[src/hw/rtl/ifmt_pkg.sv]
// ifmt_pkg: request codes, character constants, digit table and control structs
// for the integer to ASCII formatter. No dependencies.
package ifmt_pkg;

    localparam logic [2:0] REQ_HEX32 = 3'd0;
    localparam logic [2:0] REQ_HEX16 = 3'd1;
    localparam logic [2:0] REQ_HEX8  = 3'd2;
    localparam logic [2:0] REQ_DEC   = 3'd3;
    localparam logic [2:0] REQ_RAW   = 3'd4;
    localparam logic [2:0] REQ_QUAD  = 3'd5;

    localparam logic [7:0] CHAR_ZERO  = 8'h30;
    localparam logic [7:0] CHAR_X     = 8'h78;
    localparam logic [7:0] CHAR_MINUS = 8'h2D;
    localparam logic [7:0] CHAR_DOT   = 8'h2E;

    localparam int BCD_DIGITS = 10;

    localparam logic [5:0] DEC32_BITS   = 6'd32;
    localparam logic [5:0] DEC8_BITS    = 6'd8;
    localparam logic [3:0] DEC32_DIGITS = 4'd10;
    localparam logic [3:0] DEC8_DIGITS  = 4'd3;

    localparam logic [7:0] HEX_DIGITS [16] = '{
        8'h30, 8'h31, 8'h32, 8'h33, 8'h34, 8'h35, 8'h36, 8'h37,
        8'h38, 8'h39, 8'h41, 8'h42, 8'h43, 8'h44, 8'h45, 8'h46
    };

    typedef struct packed {
        logic        start;
        logic [31:0] bin;
        logic [5:0]  nbits;
    } bcd_cmd_t;

    typedef struct packed {
        logic       push;
        logic [7:0] ch;
        logic       last;
    } out_push_t;

    function automatic logic [7:0] hex_ascii(input logic [3:0] nib);
        return HEX_DIGITS[nib];
    endfunction

endpackage

[src/hw/rtl/ifmt_req_if.sv]
// ifmt_req_if: request channel, valid/ready with request kind, prefix flag and operand.
// Standalone; no package needed.
interface ifmt_req_if;
    logic        valid;
    logic        ready;
    logic [2:0]  req_type;
    logic        alt_prefix;
    logic [31:0] value;

    modport source (output valid, output req_type, output alt_prefix, output value,
                    input ready);
    modport sink   (input valid, input req_type, input alt_prefix, input value,
                    output ready);
endinterface

[src/hw/rtl/ifmt_chr_if.sv]
// ifmt_chr_if: character channel, valid/ready with one byte and a last flag.
// Standalone; no package needed.
interface ifmt_chr_if;
    logic       valid;
    logic       ready;
    logic [7:0] ascii_char;
    logic       last_char;

    modport source (output valid, output ascii_char, output last_char, input ready);
    modport sink   (input valid, input ascii_char, input last_char, output ready);
endinterface

[src/hw/rtl/ifmt_bcd.sv]
// ifmt_bcd: bit-serial binary to BCD converter (shift and add three), one bit a cycle.
// Depends on ifmt_pkg.
module ifmt_bcd
    import ifmt_pkg::*;
(
    input  logic       clk,
    input  logic       rst_n,
    input  bcd_cmd_t   cmd,
    input  logic [3:0] sel,
    output logic       busy,
    output logic [3:0] digit
);

    logic [5:0]  cnt_reg, cnt_next;
    logic [31:0] bin_reg;
    logic [3:0]  dig_reg [BCD_DIGITS];
    logic [3:0]  adj [BCD_DIGITS];

    assign busy = (cnt_reg != 6'd0);

    always_comb
    begin
        for (int i = 0; i < BCD_DIGITS; i++)
        begin
            adj[i] = (dig_reg[i] >= 4'd5) ? dig_reg[i] + 4'd3 : dig_reg[i];
        end
    end

    always_comb
    begin
        cnt_next = cnt_reg;
        if (cmd.start)
        begin
            cnt_next = cmd.nbits;
        end
        else if (busy)
        begin
            cnt_next = cnt_reg - 6'd1;
        end
    end

    always_ff @(posedge clk or negedge rst_n)
    begin
        if (!rst_n)
        begin
            cnt_reg <= 6'd0;
        end
        else
        begin
            cnt_reg <= cnt_next;
        end
    end

    always_ff @(posedge clk)
    begin
        if (cmd.start)
        begin
            bin_reg <= cmd.bin;
            for (int i = 0; i < BCD_DIGITS; i++)
            begin
                dig_reg[i] <= 4'd0;
            end
        end
        else if (busy)
        begin
            bin_reg    <= {bin_reg[30:0], 1'b0};
            dig_reg[0] <= {adj[0][2:0], bin_reg[31]};
            for (int i = 1; i < BCD_DIGITS; i++)
            begin
                dig_reg[i] <= {adj[i][2:0], adj[i-1][3]};
            end
        end
    end

    assign digit = (sel < DEC32_DIGITS) ? dig_reg[sel] : 4'd0;

endmodule

[src/hw/rtl/ifmt_out_stage.sv]
// ifmt_out_stage: output register between the sequencer and the character channel.
// Depends on ifmt_pkg and ifmt_chr_if.
module ifmt_out_stage
    import ifmt_pkg::*;
(
    input  logic            clk,
    input  logic            rst_n,
    input  out_push_t       push,
    output logic            free,
    ifmt_chr_if.source      chr
);

    logic       valid_reg;
    logic [7:0] ch_reg;
    logic       last_reg;

    assign free           = !valid_reg || chr.ready;
    assign chr.valid      = valid_reg;
    assign chr.ascii_char = ch_reg;
    assign chr.last_char  = last_reg;

    always_ff @(posedge clk or negedge rst_n)
    begin
        if (!rst_n)
        begin
            valid_reg <= 1'b0;
        end
        else if (push.push)
        begin
            valid_reg <= 1'b1;
        end
        else if (chr.ready)
        begin
            valid_reg <= 1'b0;
        end
    end

    always_ff @(posedge clk)
    begin
        if (push.push)
        begin
            ch_reg   <= push.ch;
            last_reg <= push.last;
        end
    end

endmodule

[src/hw/rtl/integer_to_ascii_formatter_core.sv]
// integer_to_ascii_formatter_core: request sequencer, hex nibble shifter and decimal digit
// emitter. Depends on ifmt_pkg, ifmt_req_if, ifmt_chr_if, ifmt_bcd, ifmt_out_stage.
//
//   channel | dir | payload                        | transfer
//   req     | in  | req_type, alt_prefix, value    | valid && ready
//   chr     | out | ascii_char, last_char          | valid && ready
//
// One request at a time; req.ready is high only while the sequencer is idle.
// After the accept, hex, prefix, sign, dot and raw characters are pushed one at a time.
// Decimal: the converter shifts all 32 bits, S_CONV hands off, then S_DEC visits each
// of the 10 digit positions, skipped leading zeros included. Dotted quad: per byte the
// converter shifts 8 bits, S_CONV hands off and S_DEC visits 3 digit positions, with a dot between bytes.
// A stalled chr channel holds the sequencer; reset clears control state only.
module integer_to_ascii_formatter_core
    import ifmt_pkg::*;
(
    input  logic       clk,
    input  logic       rst_n,
    ifmt_req_if.sink   req,
    ifmt_chr_if.source chr
);

    localparam logic [3:0] S_IDLE = 4'd0;
    localparam logic [3:0] S_PFX0 = 4'd1;
    localparam logic [3:0] S_PFX1 = 4'd2;
    localparam logic [3:0] S_HEX  = 4'd3;
    localparam logic [3:0] S_SIGN = 4'd4;
    localparam logic [3:0] S_CONV = 4'd5;
    localparam logic [3:0] S_DEC  = 4'd6;
    localparam logic [3:0] S_DOT  = 4'd7;
    localparam logic [3:0] S_RAW  = 4'd8;

    logic [3:0]  state_reg, state_next;
    logic [3:0]  hex_cnt_reg, hex_cnt_next;
    logic [3:0]  rem_reg, rem_next;
    logic        started_reg, started_next;
    logic        quad_mode_reg, quad_mode_next;
    logic [1:0]  byte_reg, byte_next;
    logic [31:0] hex_reg, hex_next;
    logic [23:0] quad_reg, quad_next;

    logic        accept;
    logic [31:0] mag;
    logic        free;
    logic        bcd_busy;
    logic [3:0]  bcd_digit;
    logic [3:0]  bcd_sel;
    logic        last_digit;
    bcd_cmd_t    bcd_cmd;
    out_push_t   push;

    assign req.ready  = (state_reg == S_IDLE);
    assign accept     = req.valid && req.ready;
    assign mag        = req.value[31] ? (32'd0 - req.value) : req.value;
    assign bcd_sel    = rem_reg - 4'd1;
    assign last_digit = (rem_reg == 4'd1) && (!quad_mode_reg || (byte_reg == 2'd3));

    ifmt_bcd u_bcd (
        .clk   (clk),
        .rst_n (rst_n),
        .cmd   (bcd_cmd),
        .sel   (bcd_sel),
        .busy  (bcd_busy),
        .digit (bcd_digit)
    );

    ifmt_out_stage u_out (
        .clk   (clk),
        .rst_n (rst_n),
        .push  (push),
        .free  (free),
        .chr   (chr)
    );

    always_comb
    begin
        state_next     = state_reg;
        hex_cnt_next   = hex_cnt_reg;
        rem_next       = rem_reg;
        started_next   = started_reg;
        quad_mode_next = quad_mode_reg;
        byte_next      = byte_reg;
        hex_next       = hex_reg;
        quad_next      = quad_reg;
        bcd_cmd.start  = 1'b0;
        bcd_cmd.bin    = mag;
        bcd_cmd.nbits  = DEC32_BITS;
        push.push      = 1'b0;
        push.ch        = CHAR_ZERO;
        push.last      = 1'b0;

        case (state_reg)
            S_IDLE:
            begin
                if (accept)
                begin
                    case (req.req_type)
                        REQ_HEX32:
                        begin
                            hex_next     = req.value;
                            hex_cnt_next = 4'd8;
                            state_next   = req.alt_prefix ? S_PFX0 : S_HEX;
                        end
                        REQ_HEX16:
                        begin
                            hex_next     = {req.value[15:0], 16'h0000};
                            hex_cnt_next = 4'd4;
                            state_next   = req.alt_prefix ? S_PFX0 : S_HEX;
                        end
                        REQ_HEX8:
                        begin
                            hex_next     = {req.value[7:0], 24'h000000};
                            hex_cnt_next = 4'd2;
                            state_next   = S_HEX;
                        end
                        REQ_DEC:
                        begin
                            bcd_cmd.start  = 1'b1;
                            quad_mode_next = 1'b0;
                            state_next     = req.value[31] ? S_SIGN : S_CONV;
                        end
                        REQ_RAW:
                        begin
                            hex_next   = req.value;
                            state_next = S_RAW;
                        end
                        REQ_QUAD:
                        begin
                            bcd_cmd.start  = 1'b1;
                            bcd_cmd.bin    = {req.value[7:0], 24'h000000};
                            bcd_cmd.nbits  = DEC8_BITS;
                            quad_next      = req.value[31:8];
                            byte_next      = 2'd0;
                            quad_mode_next = 1'b1;
                            state_next     = S_CONV;
                        end
                        default:
                        begin
                            state_next = S_IDLE;
                        end
                    endcase
                end
            end
            S_PFX0:
            begin
                if (free)
                begin
                    push.push  = 1'b1;
                    push.ch    = CHAR_ZERO;
                    state_next = S_PFX1;
                end
            end
            S_PFX1:
            begin
                if (free)
                begin
                    push.push  = 1'b1;
                    push.ch    = CHAR_X;
                    state_next = S_HEX;
                end
            end
            S_HEX:
            begin
                if (free)
                begin
                    push.push    = 1'b1;
                    push.ch      = hex_ascii(hex_reg[31:28]);
                    push.last    = (hex_cnt_reg == 4'd1);
                    hex_next     = {hex_reg[27:0], 4'h0};
                    hex_cnt_next = hex_cnt_reg - 4'd1;
                    if (hex_cnt_reg == 4'd1)
                    begin
                        state_next = S_IDLE;
                    end
                end
            end
            S_SIGN:
            begin
                if (free)
                begin
                    push.push  = 1'b1;
                    push.ch    = CHAR_MINUS;
                    state_next = S_CONV;
                end
            end
            S_CONV:
            begin
                if (!bcd_busy)
                begin
                    rem_next     = quad_mode_reg ? DEC8_DIGITS : DEC32_DIGITS;
                    started_next = 1'b0;
                    state_next   = S_DEC;
                end
            end
            S_DEC:
            begin
                if (!started_reg && (bcd_digit == 4'd0) && (rem_reg != 4'd1))
                begin
                    rem_next = rem_reg - 4'd1;
                end
                else if (free)
                begin
                    push.push    = 1'b1;
                    push.ch      = CHAR_ZERO + {4'h0, bcd_digit};
                    push.last    = last_digit;
                    started_next = 1'b1;
                    rem_next     = rem_reg - 4'd1;
                    if (rem_reg == 4'd1)
                    begin
                        state_next = last_digit ? S_IDLE : S_DOT;
                    end
                end
            end
            S_DOT:
            begin
                if (free)
                begin
                    push.push     = 1'b1;
                    push.ch       = CHAR_DOT;
                    byte_next     = byte_reg + 2'd1;
                    bcd_cmd.start = 1'b1;
                    bcd_cmd.bin   = {quad_reg[7:0], 24'h000000};
                    bcd_cmd.nbits = DEC8_BITS;
                    quad_next     = {8'h00, quad_reg[23:8]};
                    state_next    = S_CONV;
                end
            end
            S_RAW:
            begin
                if (free)
                begin
                    push.push  = 1'b1;
                    push.ch    = hex_reg[7:0];
                    push.last  = 1'b1;
                    state_next = S_IDLE;
                end
            end
            default:
            begin
                state_next = S_IDLE;
            end
        endcase
    end

    always_ff @(posedge clk or negedge rst_n)
    begin
        if (!rst_n)
        begin
            state_reg     <= S_IDLE;
            hex_cnt_reg   <= 4'd0;
            rem_reg       <= 4'd0;
            started_reg   <= 1'b0;
            quad_mode_reg <= 1'b0;
            byte_reg      <= 2'd0;
        end
        else
        begin
            state_reg     <= state_next;
            hex_cnt_reg   <= hex_cnt_next;
            rem_reg       <= rem_next;
            started_reg   <= started_next;
            quad_mode_reg <= quad_mode_next;
            byte_reg      <= byte_next;
        end
    end

    always_ff @(posedge clk)
    begin
        hex_reg  <= hex_next;
        quad_reg <= quad_next;
    end

    a_push_free: assert property (@(posedge clk) disable iff (!rst_n)
        push.push |-> free)
        else $error("character pushed into a full output register");

    a_dec_idle_conv: assert property (@(posedge clk) disable iff (!rst_n)
        (state_reg == S_DEC) |-> !bcd_busy)
        else $error("digits read while the converter is still shifting");

    a_dec_rem: assert property (@(posedge clk) disable iff (!rst_n)
        (state_reg == S_DEC) |-> (rem_reg != 4'd0))
        else $error("digit emitter entered with no digits left");

    a_conv_started: assert property (@(posedge clk) disable iff (!rst_n)
        bcd_cmd.start |=> bcd_busy)
        else $error("converter failed to start");

endmodule
[src/flat_wrapper.sv]
// flat-port wrapper written by rule: the top's interface ports become plain ports
module integer_to_ascii_formatter_core_flat import ifmt_pkg::*;
  (clk, rst_n, req_valid, req_req_type, req_alt_prefix, req_value, req_ready, chr_valid, chr_ascii_char, chr_last_char, chr_ready);
  ifmt_req_if req_i ();
  ifmt_chr_if chr_i ();
  input  logic clk;
  input  logic rst_n;
  input wire logic [$bits(req_i.valid)-1:0] req_valid;
  input wire logic [$bits(req_i.req_type)-1:0] req_req_type;
  input wire logic [$bits(req_i.alt_prefix)-1:0] req_alt_prefix;
  input wire logic [$bits(req_i.value)-1:0] req_value;
  output wire logic [$bits(req_i.ready)-1:0] req_ready;
  output wire logic [$bits(chr_i.valid)-1:0] chr_valid;
  output wire logic [$bits(chr_i.ascii_char)-1:0] chr_ascii_char;
  output wire logic [$bits(chr_i.last_char)-1:0] chr_last_char;
  input wire logic [$bits(chr_i.ready)-1:0] chr_ready;
  assign req_i.valid = req_valid;
  assign req_i.req_type = req_req_type;
  assign req_i.alt_prefix = req_alt_prefix;
  assign req_i.value = req_value;
  assign req_ready = req_i.ready;
  assign chr_valid = chr_i.valid;
  assign chr_ascii_char = chr_i.ascii_char;
  assign chr_last_char = chr_i.last_char;
  assign chr_i.ready = chr_ready;
  integer_to_ascii_formatter_core u_core (.clk(clk), .rst_n(rst_n), .req(req_i), .chr(chr_i));
endmodule
[config.mk]
export PLATFORM = sky130hd
export DESIGN_NAME = integer_to_ascii_formatter_core_flat
export DESIGN_NICKNAME = d
export VERILOG_FILES = /design/src/hw/rtl/ifmt_pkg.sv /design/src/hw/rtl/ifmt_req_if.sv /design/src/hw/rtl/ifmt_chr_if.sv /design/src/hw/rtl/ifmt_bcd.sv /design/src/hw/rtl/ifmt_out_stage.sv /design/src/hw/rtl/integer_to_ascii_formatter_core.sv /design/src/flat_wrapper.sv
export SDC_FILE = /design/constraint.sdc
export NUM_CORES = 1
export LEC_CHECK = 0
export BUFFER_PORTS_ARGS = -buffer_cell sky130_fd_sc_hd__buf_2
export CORE_ASPECT_RATIO = 0.9
export CORE_UTILIZATION = 45
export CTS_BUF_LIST = sky130_fd_sc_hd__clkbuf_2 sky130_fd_sc_hd__clkbuf_4 sky130_fd_sc_hd__clkbuf_8
export DETAILED_ROUTE_END_ITERATION = 8
export PLACE_DENSITY = 0.58
export SYNTH_ARGS = -nofsm -noshare
export SYNTH_HDL_FRONTEND = slang
export SYNTH_SLANG_ARGS = --single-unit
[constraint.sdc]
create_clock -name clk -period 5 [get_ports clk]
set_clock_uncertainty 0.2 [all_clocks]
set_input_delay 0.25 -clock clk [delete_from_list [all_inputs] [get_ports clk]]
set_output_delay 0.25 -clock clk [all_outputs]
set_load 0.01 [all_outputs]
==> summary.txt, run 1 <==
Timing
  • Fin. Hold Viols: 0
  • Max frequency: 256 MHz
  • Final period util: 0.780
  • Relative slew slack: 0.218
  • Number of setup violations in the final report: 0
  • Minimum clock period: 3.90 ns
  • Max Slew Vio Count: 0
  • Unrepaired setup endpoints after global routing: false
  • Setup TNS: 0 ns
  • Worst slew pin tran: 1.17 ns

Job
  • Max_cap viols: 0

Route
  • Vias per cell: 5.74
  • Routed len/inst: 18.4 um
  • Starting DRT DRC Count: 599
  • DRC: 0
  • 1st-pass router iterations: 5
  • Routed WL: 23500 um
  • DR vias: 7329
  • Detail Route Antenna Nets: 0

Final layout
  • Number of fill cells: 1884
  • ANT cells: 0
  • Area of the multi-input gates: 4300 sq um
  • Max reg flops: 40
  • Layout cells sized above 1: 0.117
  • Total Nets Final: 1078
  • Synth-to-Final Area Change: 11.4%
  • Sequential cell area: 4690 sq um

Placement
  • Post-DP HPWL: 16000 um
  • GP Congestion: 0.858
  • I/O Buffers: 50

Critical path
  • CP bufs+invs: 2
  • CP Launch Type: register
  • Cell breakdown of the critical path: buf_4 -> inv_1 -> ha_1 -> mux4_2 -> nand3_1 -> a31oi_1 -> nor4_1 -> a21oi_1 -> a211oi_1 -> a2bb2oi_1
  • Reg2reg setup slack: 1.10 ns
  • Worst EP required: 5.19 ns
  • Critical path's slowest cell: nor4_1
  • R2R cell count: 10
  • Crit path kind: register to register
  • Crit-path max FO: 19
  • Slowest stage delay, CP: 0.63 ns
  • Crit. End Element: register
  • RR Endpoint: u_core.rem_reg[0]
  • Arrival time of the worst setup path: 4.09 ns
  • Worst r2r src: u_core.rem_reg[0]
  • Worst path top cell family by delay: compound AO/OA/AOI/OAI gates

Clock network
  • CTS tree: done
  • H-tree depth: 4
  • Reg clk slew, reported paths: 0.09 ns
  • Skew-Pair Late Insertion Delay: 0.47 ns
  • Clk root buf: clkbuf_8
  • CTS max path bufs: 2
  • CTS Sinks: 160
  • Clock buffer count from CTS: 17
  • Post_cts resized: 0

Synth
  • Synth Cell Area: 9310 sq um
  • Number of synthesized flops with an enable pin: 137
  • Syn avg cell area: 9.66 sq um
  • #FFs+latches synth: 160
  • Synth top area cells: edfxtp_1 44%, nand2_1 6.4%, dfrtp_1 6.2%
  • Largest family of logic cells by synthesized area: simple AND/OR/NAND/NOR gates
  • Dominant synthesized flop cell: edfxtp_1
  • Synth Area in Compound Gates: 0.165
  • Post-Syn Nets: 1033
  • Commonest cells in the netlist: 160 x nand2_1, 137 x edfxtp_1, 104 x nor2_1
  • Cells after Synth: 964
  • Seq/Total Area, Yosys: 0.504
  • Top-count cell post-synth: nand2_1
  • Adder-Cell Fraction of Synth Area: 0.0390
  • Area leader, netlist: edfxtp_1
  • Distinct cells, synth: 59
  • Share of the synthesized area in the top cell type: 0.442
  • Synth Area in XOR/XNOR: 0.0433
  • Multiplexer share of the synthesized area: 0.0285
  • Post-synthesis simple-gate area fraction: 0.182
  • Yosys warns: 0
  • Asr flop ratio synth: 0.144

Pwr
  • P_sw: 2.42 mW
  • Sequential share of power: 0.433
  • Int Pwr: 3.66 mW
  • Power Total: 6.08 mW
  • Max VDD drop: 0.220 mV
  • LEAKAGE: 4.08 nW
  • Clk pwr share: 0.153
  • Pwr per Cell Area: 586 nW/um^2
  • Comb power frac: 0.413
  • Switching part of the total power: 0.397

Hold path
  • Worst hold path class: input port to register
  • Hold Path End: u_core.quad_reg[20]
  • Hold_sp: req_value[28]
  • Worst hold path depth: 2

Floorplan
  • Die H: 138 um
  • Die Wd: 154 um
  • DIE AREA: 21300 sq um
  • Std-Cell Core Area: 20100 sq um
  • Num ports: 51
  • Starting Density: 0.463
  • Std cell rows: 49

Global routing
  • Gr ovfl total: 0
  • Largest net degree at the start of global routing: 73
  • Tot GR Track Use: 0.229
  • Vias in the first global route: 6941
  • First-pass GRT wire length: 37800 um
  • Initial antenna violation count: 0

Run status
  • Outcome: completed
[cell usage in the layout, fill, tap and decap left out, types with 8 or more instances in the layout]
cell type      instances
nand2b_1              19
and2_1                 9
nor2_1               103
buf_2                 50
o21ai_0               61
nand3_1               21
buf_4                 14
dfrtp_1               23
dlygate4sd3_1         20
a221oi_1              17
a21o_1                 9
nor3b_1               11
edfxtp_1             137
or3_1                  8
nand2_1              159
ha_1                  29
o31ai_1               20
mux4_2                 8
a21oi_1               63
a31oi_1               16
xnor2_1               16
xor2_1                30
nor3_1                13
clkbuf_8              17
inv_1                 38
a22o_1                 8
a211oi_1              11
[power by group through the flow]
stage | combinational, mW | clock [mW] | sequential [mW]
2_1_floorplan | 1.91 | 0 | 2.54
3_3_place_gp | 2.45 | 0 | 2.65
3_5_place_dp | 2.49 | 0 | 2.66
4_1_cts | 2.52 | 0.947 | 2.63
5_1_grt | 2.86 | 1.00 | 2.70
6_report | 2.51 | 0.932 | 2.63
[final cells by class]
type,instances,share of cell area
clock buffers,17,0.0226
clock inverters,15,0.0129
inverters,38,0.0138
multi-input cells,708,0.414
flip-flops and latches,160,0.452
well taps,255,0.0308
repair buffers,84,0.0536
[routing by layer]
metal,routed length (um),global-route usage
met5,0,0
met4,353,0.0700
met3,1240,0.0332
met2,10900,0.358
met1,11000,0.328
[metrics by stage]
| step | std cells | area (sq um) | hold slack, ns | setup slack [ns] | util |
|---|---|---|---|---|---|
| after detailed placement | 1225 | 9800 | 0.0807 | 1.10 | 0.488 |
| after global routing | 1277 | 10400 | 0.0172 | 0.751 | 0.516 |
| after global placement | 1225 | 9800 | 0.0811 | 1.18 | 0.488 |
| after floorplan | 964 | 9310 | -0.246 | 0.788 | - |
| final | 1277 | 10400 | 0.0322 | 1.10 | 0.516 |
| after CTS | 1277 | 10400 | 0.000846 | 1.09 | 0.516 |
[timing repair]
| item | in CTS | in global routing |
|---|---|---|
| hold buffers | 20 | 0 |
| setup buffers | 0 | 0 |
| hold endpoints to repair | 45 | 0 |
[worst max path at each step]
stage / start / to / depth (start not counted)
detailed placement: u_core.rem_reg[0] / u_core.u_out.chr.last_char / 10
finish: u_core.rem_reg[0] / u_core.rem_reg[0] / 10
CTS: u_core.rem_reg[0] / u_core.u_out.chr.ascii_char[2] / 10
global route: u_core.rem_reg[0] / u_core.rem_reg[0] / 10
floorplan: u_core.state_reg[0] / u_core.u_bcd.bin_reg[0] / 8
global placement: u_core.rem_reg[0] / u_core.u_out.chr.ascii_char[5] / 10
[worst register-to-register path, cell delays in order, from the launching register on]
cell,delay (ns)
dfrtp_1,0.33
buf_4,0.26
inv_1,0.09
ha_1,0.59
mux4_2,0.58
nand3_1,0.10
a31oi_1,0.12
nor4_1,0.63
a21oi_1,0.29
a211oi_1,0.45
a2bb2oi_1,0.19
[cell families (layout without fill, tap and decap cells)]
| kind of cell | count (synthesis) | count (layout) |
|---|---|---|
| buf+inv | 96 | 154 |
| simple gates | 376 | 376 |
| compound gates | 241 | 241 |
| fa+ha+maj | 29 | 29 |
| flops | 160 | 160 |
| mux | 16 | 16 |
| xor+xnor | 46 | 46 |
No activity file was read; power rests on OpenSTA's default activity.
==> inputs of run 2 (changes only) <==
ABC_AREA = 1   (was not set)
PLACE_DENSITY = 0.6   (was 0.58)
clock period = 3.2 ns   (was 5 ns; I/O delays follow)
==> run 2 against run 1 <==
- maximum frequency grew 41%
- critical path depth increased by 2
- sequential power increased by 57%
- final cell count increased by 18%
- first-iteration DRC count grew 35%
- via count up 9.7%
- critical path type unchanged
- largest power group is now combinational cells
==> summary.txt, run 2 <==
Final layout
  • Post-route cell area: 10900 sq um (+5.3%)
  • Number of fill cells: 1996 (+5.9%)
  • ANT cells: 0 (unchanged)
  • Total Nets Final: 1279 (+19%)
  • Final design utilization: 0.521 (+0.00521)
  • Most frequent cells in the layout: 248 x nand2_1, 137 x edfxtp_1, 136 x inv_1, 95 x nor2_1, 83 x o21ai_0
  • Layout cells sized above 1: 0.133 (+0.0153)
  • Synth-to-Final Area Change: 12.6%
  • Max reg flops: 40 (unchanged)
  • Non-filler cells, final: 1507 (+18%)
  • Most common cell after layout, fill and taps aside: nand2_1

Critical path
  • Worst path depth: 12 (+2)
  • R2R cell count: 12 (+2)
  • Critical path's slowest cell: dfrtp_1
  • Crit-path max FO: 15 (-4)
  • RR Endpoint: u_core.u_out.chr.ascii_char[4]
  • Worst r2r src: u_core.rem_reg[0]
  • CP bufs+invs: 2 (unchanged)
  • Cell breakdown of the critical path: inv_2 -> ha_1 -> inv_1 -> nand3_1 -> nand3_1 -> nand3_1 -> nand2_1 -> nand2_1 -> nor2_2 -> nand2_1 -> nand2_1 -> nand2_1
  • Crit path kind: register to register
  • CP Launch Type: register
  • Slowest stage delay, CP: 0.40 ns (-0.23 ns)
  • Worst path top cell family by delay: simple AND/OR/NAND/NOR gates
  • Arrival time of the worst setup path: 2.69 ns (-1.40 ns)
  • Reg2reg setup slack: 0.44 ns (-0.66 ns)
  • Cell mode on critical path: nand2_1
  • Worst EP required: 3.13 ns (-2.06 ns)
  • Critical Path Start: u_core.rem_reg[0]
  • Crit. End Element: register

Clock network
  • Post_cts resized: 0 (unchanged)
  • CTS max path bufs: 2 (unchanged)
  • Hold buffers post-CTS: 35 (+75%)
  • CTS Sinks: 160 (unchanged)
  • CTS tree: done
  • Skew-Pair Late Insertion Delay: 0.45 ns (-0.02 ns)
  • Setup Buffers After CTS: 0 (unchanged)
  • Clk root buf: clkbuf_8
  • Clock buffer count from CTS: 17 (unchanged)
  • H-tree depth: 4 (unchanged)
  • Reg clk slew, reported paths: 0.08 ns (about the same)

Synth
  • Seq/Total Area, Yosys: 0.484 (-0.0198)
  • Syn avg cell area: 8.60 sq um (-11%)
  • Share of the synthesized area in the top cell type: 0.424 (-0.0174)
  • Area leader, netlist: edfxtp_1
  • Commonest cells in the netlist: 248 x nand2_1, 137 x edfxtp_1, 136 x inv_1
  • Dominant synthesized flop cell: edfxtp_1
  • #FFs+latches synth: 160 (unchanged)
  • Asr flop ratio synth: 0.144 (unchanged)
  • Number of synthesized flops with an enable pin: 137 (unchanged)
  • Synth Cell Area: 9690 sq um (+4.1%)
  • Yosys warns: 0 (unchanged)
  • Synth top area cells: edfxtp_1 42%, nand2_1 9.6%, dfrtp_1 5.9%
  • Cells after Synth: 1127 (+17%)
  • Post-Syn Nets: 1196 (+16%)
  • Top-count cell post-synth: nand2_1
  • Distinct cells, synth: 50 (-15%)

Route
  • Starting DRT DRC Count: 806 (+35%)
  • Routed WL: 25700 um (+9.5%)
  • 1st-pass router iterations: 8 (+3)
  • DRC: 0 (unchanged)
  • Detail Route Antenna Nets: 0 (unchanged)
  • Vias per cell: 5.33 (-7.1%)
  • Routed len/inst: 17.1 um (-7.2%)
  • DR vias: 8037 (+9.7%)

Timing
  • Max frequency: 362 MHz (+41%)
  • Final period util: 0.862 (+0.0825)
  • Max Slew Vio Count: 0 (unchanged)
  • Hold_ws: 0.0144 ns (-0.0179 ns)
  • Unrepaired setup endpoints after global routing: false
  • Worst slew pin tran: 0.891 ns (-0.279 ns)
  • Minimum clock period: 2.76 ns (-1.14 ns)
  • Relative slew slack: 0.400 (+0.181)
  • Setup TNS: 0 ns (unchanged)
  • Number of setup violations in the final report: 0 (unchanged)
  • Fin. Hold Viols: 0 (unchanged)

Floorplan
  • DIE AREA: 22100 sq um (+4.0%)
  • Num ports: 51 (unchanged)
  • Starting Density: 0.463 (-0.000534)
  • Die Wd: 157 um (+2.0%)
  • Std-Cell Core Area: 21000 sq um (+4.2%)
  • Die H: 141 um (+2.0%)
  • Std cell rows: 50 (+2.0%)

Pwr
  • Pwr per Cell Area: 902 nW/um^2 (+54%)
  • Max VDD drop: 0.401 mV (+82%)
  • LEAKAGE: 4.71 nW (+15%)

Hold path
  • Hold_sp: req_alt_prefix
  • Worst hold path depth: 6 (+4)
  • Hold Path End: u_core.state_reg[1]
  • Worst hold path class: input port to register

Placement
  • Post-DP HPWL: 18800 um (+18%)
  • Dpl cells: 1442 (+18%)
  • I/O Buffers: 50 (unchanged)
  • GP Congestion: 0.995 (+16%)
  • Placed inst area: 10300 sq um (+4.6%)

Global routing
  • Largest net degree at the start of global routing: 44 (-40%)
  • Tot GR Track Use: 0.241 (+0.0122)
  • Initial antenna violation count: 0 (unchanged)
  • Vias in the first global route: 7507 (+8.2%)
  • Gr ovfl total: 0 (unchanged)
  • First-pass GRT wire length: 40500 um (+7.3%)

Run status
  • Outcome: completed

Job
  • Max_cap viols: 0 (unchanged)
run 2: changes by cell type in the layout (fill, tap and decap cells not counted), moves of 15 or more:
cell | previous run | this run
dlygate4sd3_1 | 20 | 35
inv_1 | 38 | 136
inv_2 | 0 | 16
nand2_1 | 159 | 248
nand2b_1 | 19 | 0
nand3_1 | 21 | 71
o21ai_0 | 61 | 83
xnor2_1 | 16 | 1
run 2: cell families (layout without fill, tap and decap cells):
kind of cell / count (synthesis) / in the layout / share of synthesized area
compound gates: 240 / 240 / 0.151
xor+xnor: 21 / 21 / 0.0190
fa+ha+maj: 29 / 29 / 0.0374
buf+inv: 189 / 283 / 0.0786
flops: 160 / 160 / 0.484
mux: 1 / 1 / 0.00103
simple gates: 487 / 487 / 0.229
run 2: worst max path at each step:
stage,end,slack [ns]
6_report,u_core.u_out.chr.ascii_char[4],0.44
3_5_place_dp,u_core.u_out.chr.ascii_char[0],0.47
4_1_cts,u_core.u_out.chr.ascii_char[4],0.43
3_3_place_gp,u_core.u_out.chr.last_char,0.56
5_1_grt,u_core.u_out.chr.ascii_char[4],0.21
2_1_floorplan,u_core.hex_reg[0],0.56
run 2: metal layers:
| layer | up-vias | wire length (um) | track usage |
|---|---|---|---|
| met2 | 286 | 11600 | 0.369 |
| li1 | 4003 | - | - |
| met4 | 0 | 494 | 0.0738 |
| met1 | 3714 | 12000 | 0.346 |
| met3 | 34 | 1600 | 0.0409 |
| met5 | - | 0 | 0 |
run 2: worst min-delay path, stage by stage:
cell and delay, ns:
buf_2 0.08, o31ai_1 0.07, nand2_1 0.07, nand3_1 0.08
nand4_1 0.11, nand2_1 0.06
run 2: area by class of cell:
| cell class | count | area (sq um) | area share |
|---|---|---|---|
| Timing Repair Buffer | 100 | 738 | 0.0676 |
| Clock inverter | 12 | 72.6 | 0.00665 |
| Multi-Input combinational cell | 778 | 4250 | 0.389 |
| Sequential cell | 160 | 4690 | 0.429 |
| Tap cell | 286 | 358 | 0.0328 |
| Inverter | 153 | 574 | 0.0526 |
| Clock buffer | 18 | 241 | 0.0221 |
run 2: report_power, final:
| part | switching, mW | internal [mW] |
|---|---|---|
| clock | 0.772 | 0.524 |
| combinational | 2.84 | 1.59 |
| sequential | 0.557 | 3.58 |
| total | 4.17 | 5.69 |
run 2: per-stage QoR:
| step | setup WS [ns] | total power [mW] |
|---|---|---|
| after floorplan | 0.560 | 7.32 |
| after global placement | 0.556 | 8.45 |
| after detailed placement | 0.468 | 8.53 |
| after CTS | 0.430 | 9.90 |
| after global routing | 0.213 | 10.7 |
| final | 0.440 | 9.85 |
==> inputs of run 3 (changes only) <==
CELL_PAD_IN_SITES_DETAIL_PLACEMENT = 0   (was not set)
CELL_PAD_IN_SITES_GLOBAL_PLACEMENT = 1   (was not set)
CORE_UTILIZATION = 44   (was 45)
PLACE_DENSITY = 0.74   (was 0.6)
==> run 3 against run 2 <==
- critical path depth down 3
- non-clock buffer count up 4
- final cell count up 0.73%
- routed wire length up 3.5%
- hold slack better by 0.0038 ns
- final area up 0.92%
- utilization down 1.2 points
- maximum frequency up 0.44%
- first-iteration DRC count down 17%
- clock power up 14%
- clock-buffer cell count unchanged
- critical endpoint is now u_core.u_bcd.bin_reg[8]
==> summary.txt, run 3 (synthesis results as in run 2) <==
Timing
  • Max frequency: 364 MHz (+0.44%)
  • Final period util: 0.859 (-0.00377)
  • Fin. Hold Viols: 0 (unchanged)
  • Max Slew Vio Count: 0 (unchanged)
  • Unrepaired setup endpoints after global routing: false
  • Minimum clock period: 2.75 ns (-0.0121 ns)
  • Number of setup violations in the final report: 0 (unchanged)
  • Relative slew slack: 0.408 (+0.00838)
  • Worst slew pin tran: 0.879 ns (-0.0124 ns)
  • Setup TNS: 0 ns (unchanged)
  • Hold_ws: 0.0182 ns (+0.00381 ns)
  • Final WS setup: 0.452 ns (+0.0121 ns)

Clock network
  • Clock buffer count from CTS: 17 (unchanged)
  • Clk root buf: clkbuf_8
  • CTS max path bufs: 2 (unchanged)
  • CTS tree: done
  • Post_cts resized: 0 (unchanged)
  • CTS Sinks: 160 (unchanged)
  • Setup Buffers After CTS: 0 (unchanged)
  • Reg clk slew, reported paths: 0.09 ns (about the same)
  • Skew-Pair Late Insertion Delay: 0.46 ns (about the same)
  • H-tree depth: 4 (unchanged)

Final layout
  • Total Nets Final: 1283 (+0.31%)
  • Layout cells sized above 1: 0.139 (+0.00587)
  • Synth-to-Final Area Change: 13.7%
  • Non-filler cells, final: 1518 (+0.73%)
  • Most frequent cells in the layout: 248 x nand2_1, 137 x edfxtp_1, 136 x inv_1, 95 x nor2_1, 83 x o21ai_0
  • Number of fill cells: 2076 (+4.0%)
  • Final design utilization: 0.509 (-0.0116)
  • Most common cell after layout, fill and taps aside: nand2_1
  • ANT cells: 0 (unchanged)
  • Post-route cell area: 11000 sq um (+0.92%)
  • Max reg flops: 40 (unchanged)

Critical path
  • Worst r2r src: u_core.state_reg[2]
  • Critical Path Start: u_core.state_reg[2]
  • R2R cell count: 9 (-3)
  • Worst path depth: 9 (-3)
  • Crit. End Element: register
  • Slowest stage delay, CP: 0.40 ns (about the same)
  • CP bufs+invs: 4 (+2)
  • CP Launch Type: register
  • Cell breakdown of the critical path: inv_2 -> nor2_1 -> nand2_2 -> nor2_4 -> nor2_8 -> inv_2 -> nor2_4 -> inv_2 -> buf_12
  • RR Endpoint: u_core.u_bcd.bin_reg[8]
  • Arrival time of the worst setup path: 2.70 ns (about the same)
  • Worst setup path endpoint: u_core.u_bcd.bin_reg[8]
  • Worst EP required: 3.15 ns (+0.02 ns)
  • Critical path's slowest cell: dfrtp_1
  • Crit-path max FO: 36 (+21)
  • Crit path kind: register to register
  • Reg2reg setup slack: 0.45 ns (about the same)
  • Worst path top cell family by delay: simple AND/OR/NAND/NOR gates
  • Cell mode on critical path: inv_2

Global routing
  • First-pass GRT wire length: 41900 um (+3.5%)
  • Largest net degree at the start of global routing: 44 (unchanged)
  • Initial antenna violation count: 0 (unchanged)
  • Vias in the first global route: 7608 (+1.3%)
  • Tot GR Track Use: 0.248 (+0.00743)
  • Gr ovfl total: 0 (unchanged)

Placement
  • I/O Buffers: 50 (unchanged)
  • Post-DP HPWL: 19500 um (+4.0%)
  • Pre-CTS setup slack: 0.456 ns (-0.0119 ns)
  • GP Congestion: 0.886 (-11%)
  • Placed inst area: 10300 sq um (+0.28%)
  • Dpl cells: 1450 (+0.55%)

Pwr
  • Pwr per Cell Area: 915 nW/um^2 (+1.5%)
  • Max VDD drop: 0.333 mV (-17%)
  • Power Total: 10.1 mW (+2.4%)
  • LEAKAGE: 4.78 nW (+1.5%)

Route
  • 1st-pass router iterations: 5 (-3)
  • Routed len/inst: 17.5 um (+2.7%)
  • Vias per cell: 5.33 (about the same)
  • Routed WL: 26600 um (+3.5%)
  • Starting DRT DRC Count: 672 (-17%)
  • Detail Route Antenna Nets: 0 (unchanged)
  • DR vias: 8098 (+0.76%)
  • DRC: 0 (unchanged)

Floorplan
  • DIE AREA: 22600 sq um (+2.2%)
  • Die H: 143 um (+1.1%)
  • Starting Density: 0.448 (-0.0144)
  • Num ports: 51 (unchanged)
  • Std cell rows: 51 (+2.0%)
  • Std-Cell Core Area: 21600 sq um (+3.2%)
  • Die Wd: 158 um (+1.1%)

Job
  • Max_cap viols: 0 (unchanged)

Hold path
  • Worst hold path class: input port to asynchronous set/reset pin

Run status
  • Outcome: completed
==> run 3: worst min-delay path by stage <==
| stage | start | end | slack [ns] |
|---|---|---|---|
| after CTS | req_valid | u_core.quad_mode_reg | 0.003 |
| after global placement | rst_n | u_core.u_out.chr.valid | -0.01 |
| after floorplan | rst_n | u_core.byte_reg[0] | -0.34 |
| final | rst_n | u_core.started_reg | 0.02 |
| after detailed placement | rst_n | u_core.started_reg | 0.002 |
| after global routing | req_req_type[2] | u_core.state_reg[3] | 0.03 |
==> run 3: metal layers <==
layer,track usage,wire length [um]
met4,0.0658,352
met2,0.366,11600
met1,0.368,12900
met5,0,0
met3,0.0486,1800
==> run 3: report_power, final <==
part | switching, mW | leakage (nW) | internal (mW)
sequential | 0.571 | 1.70 | 3.58
clock | 0.830 | 0.195 | 0.649
combinational | 2.87 | 2.89 | 1.60
total | 4.27 | 4.78 | 5.82
==> run 3: cell type report <==
cell class              instances  area (sq um)  area share
flip-flops and latches        160          4690       0.426
repair buffers                104           771      0.0699
clock inverters                14           128      0.0116
multi-input cells             778          4250       0.385
inverters                     153           574      0.0521
clock buffers                  18           248      0.0225
well taps                     291           364      0.0330
==> run 3: timing repair <==
action	4_1_cts	5_1_grt
hold buffers	36	0
endpoints found under the setup margin	0	0
endpoints found under the hold margin	64	0
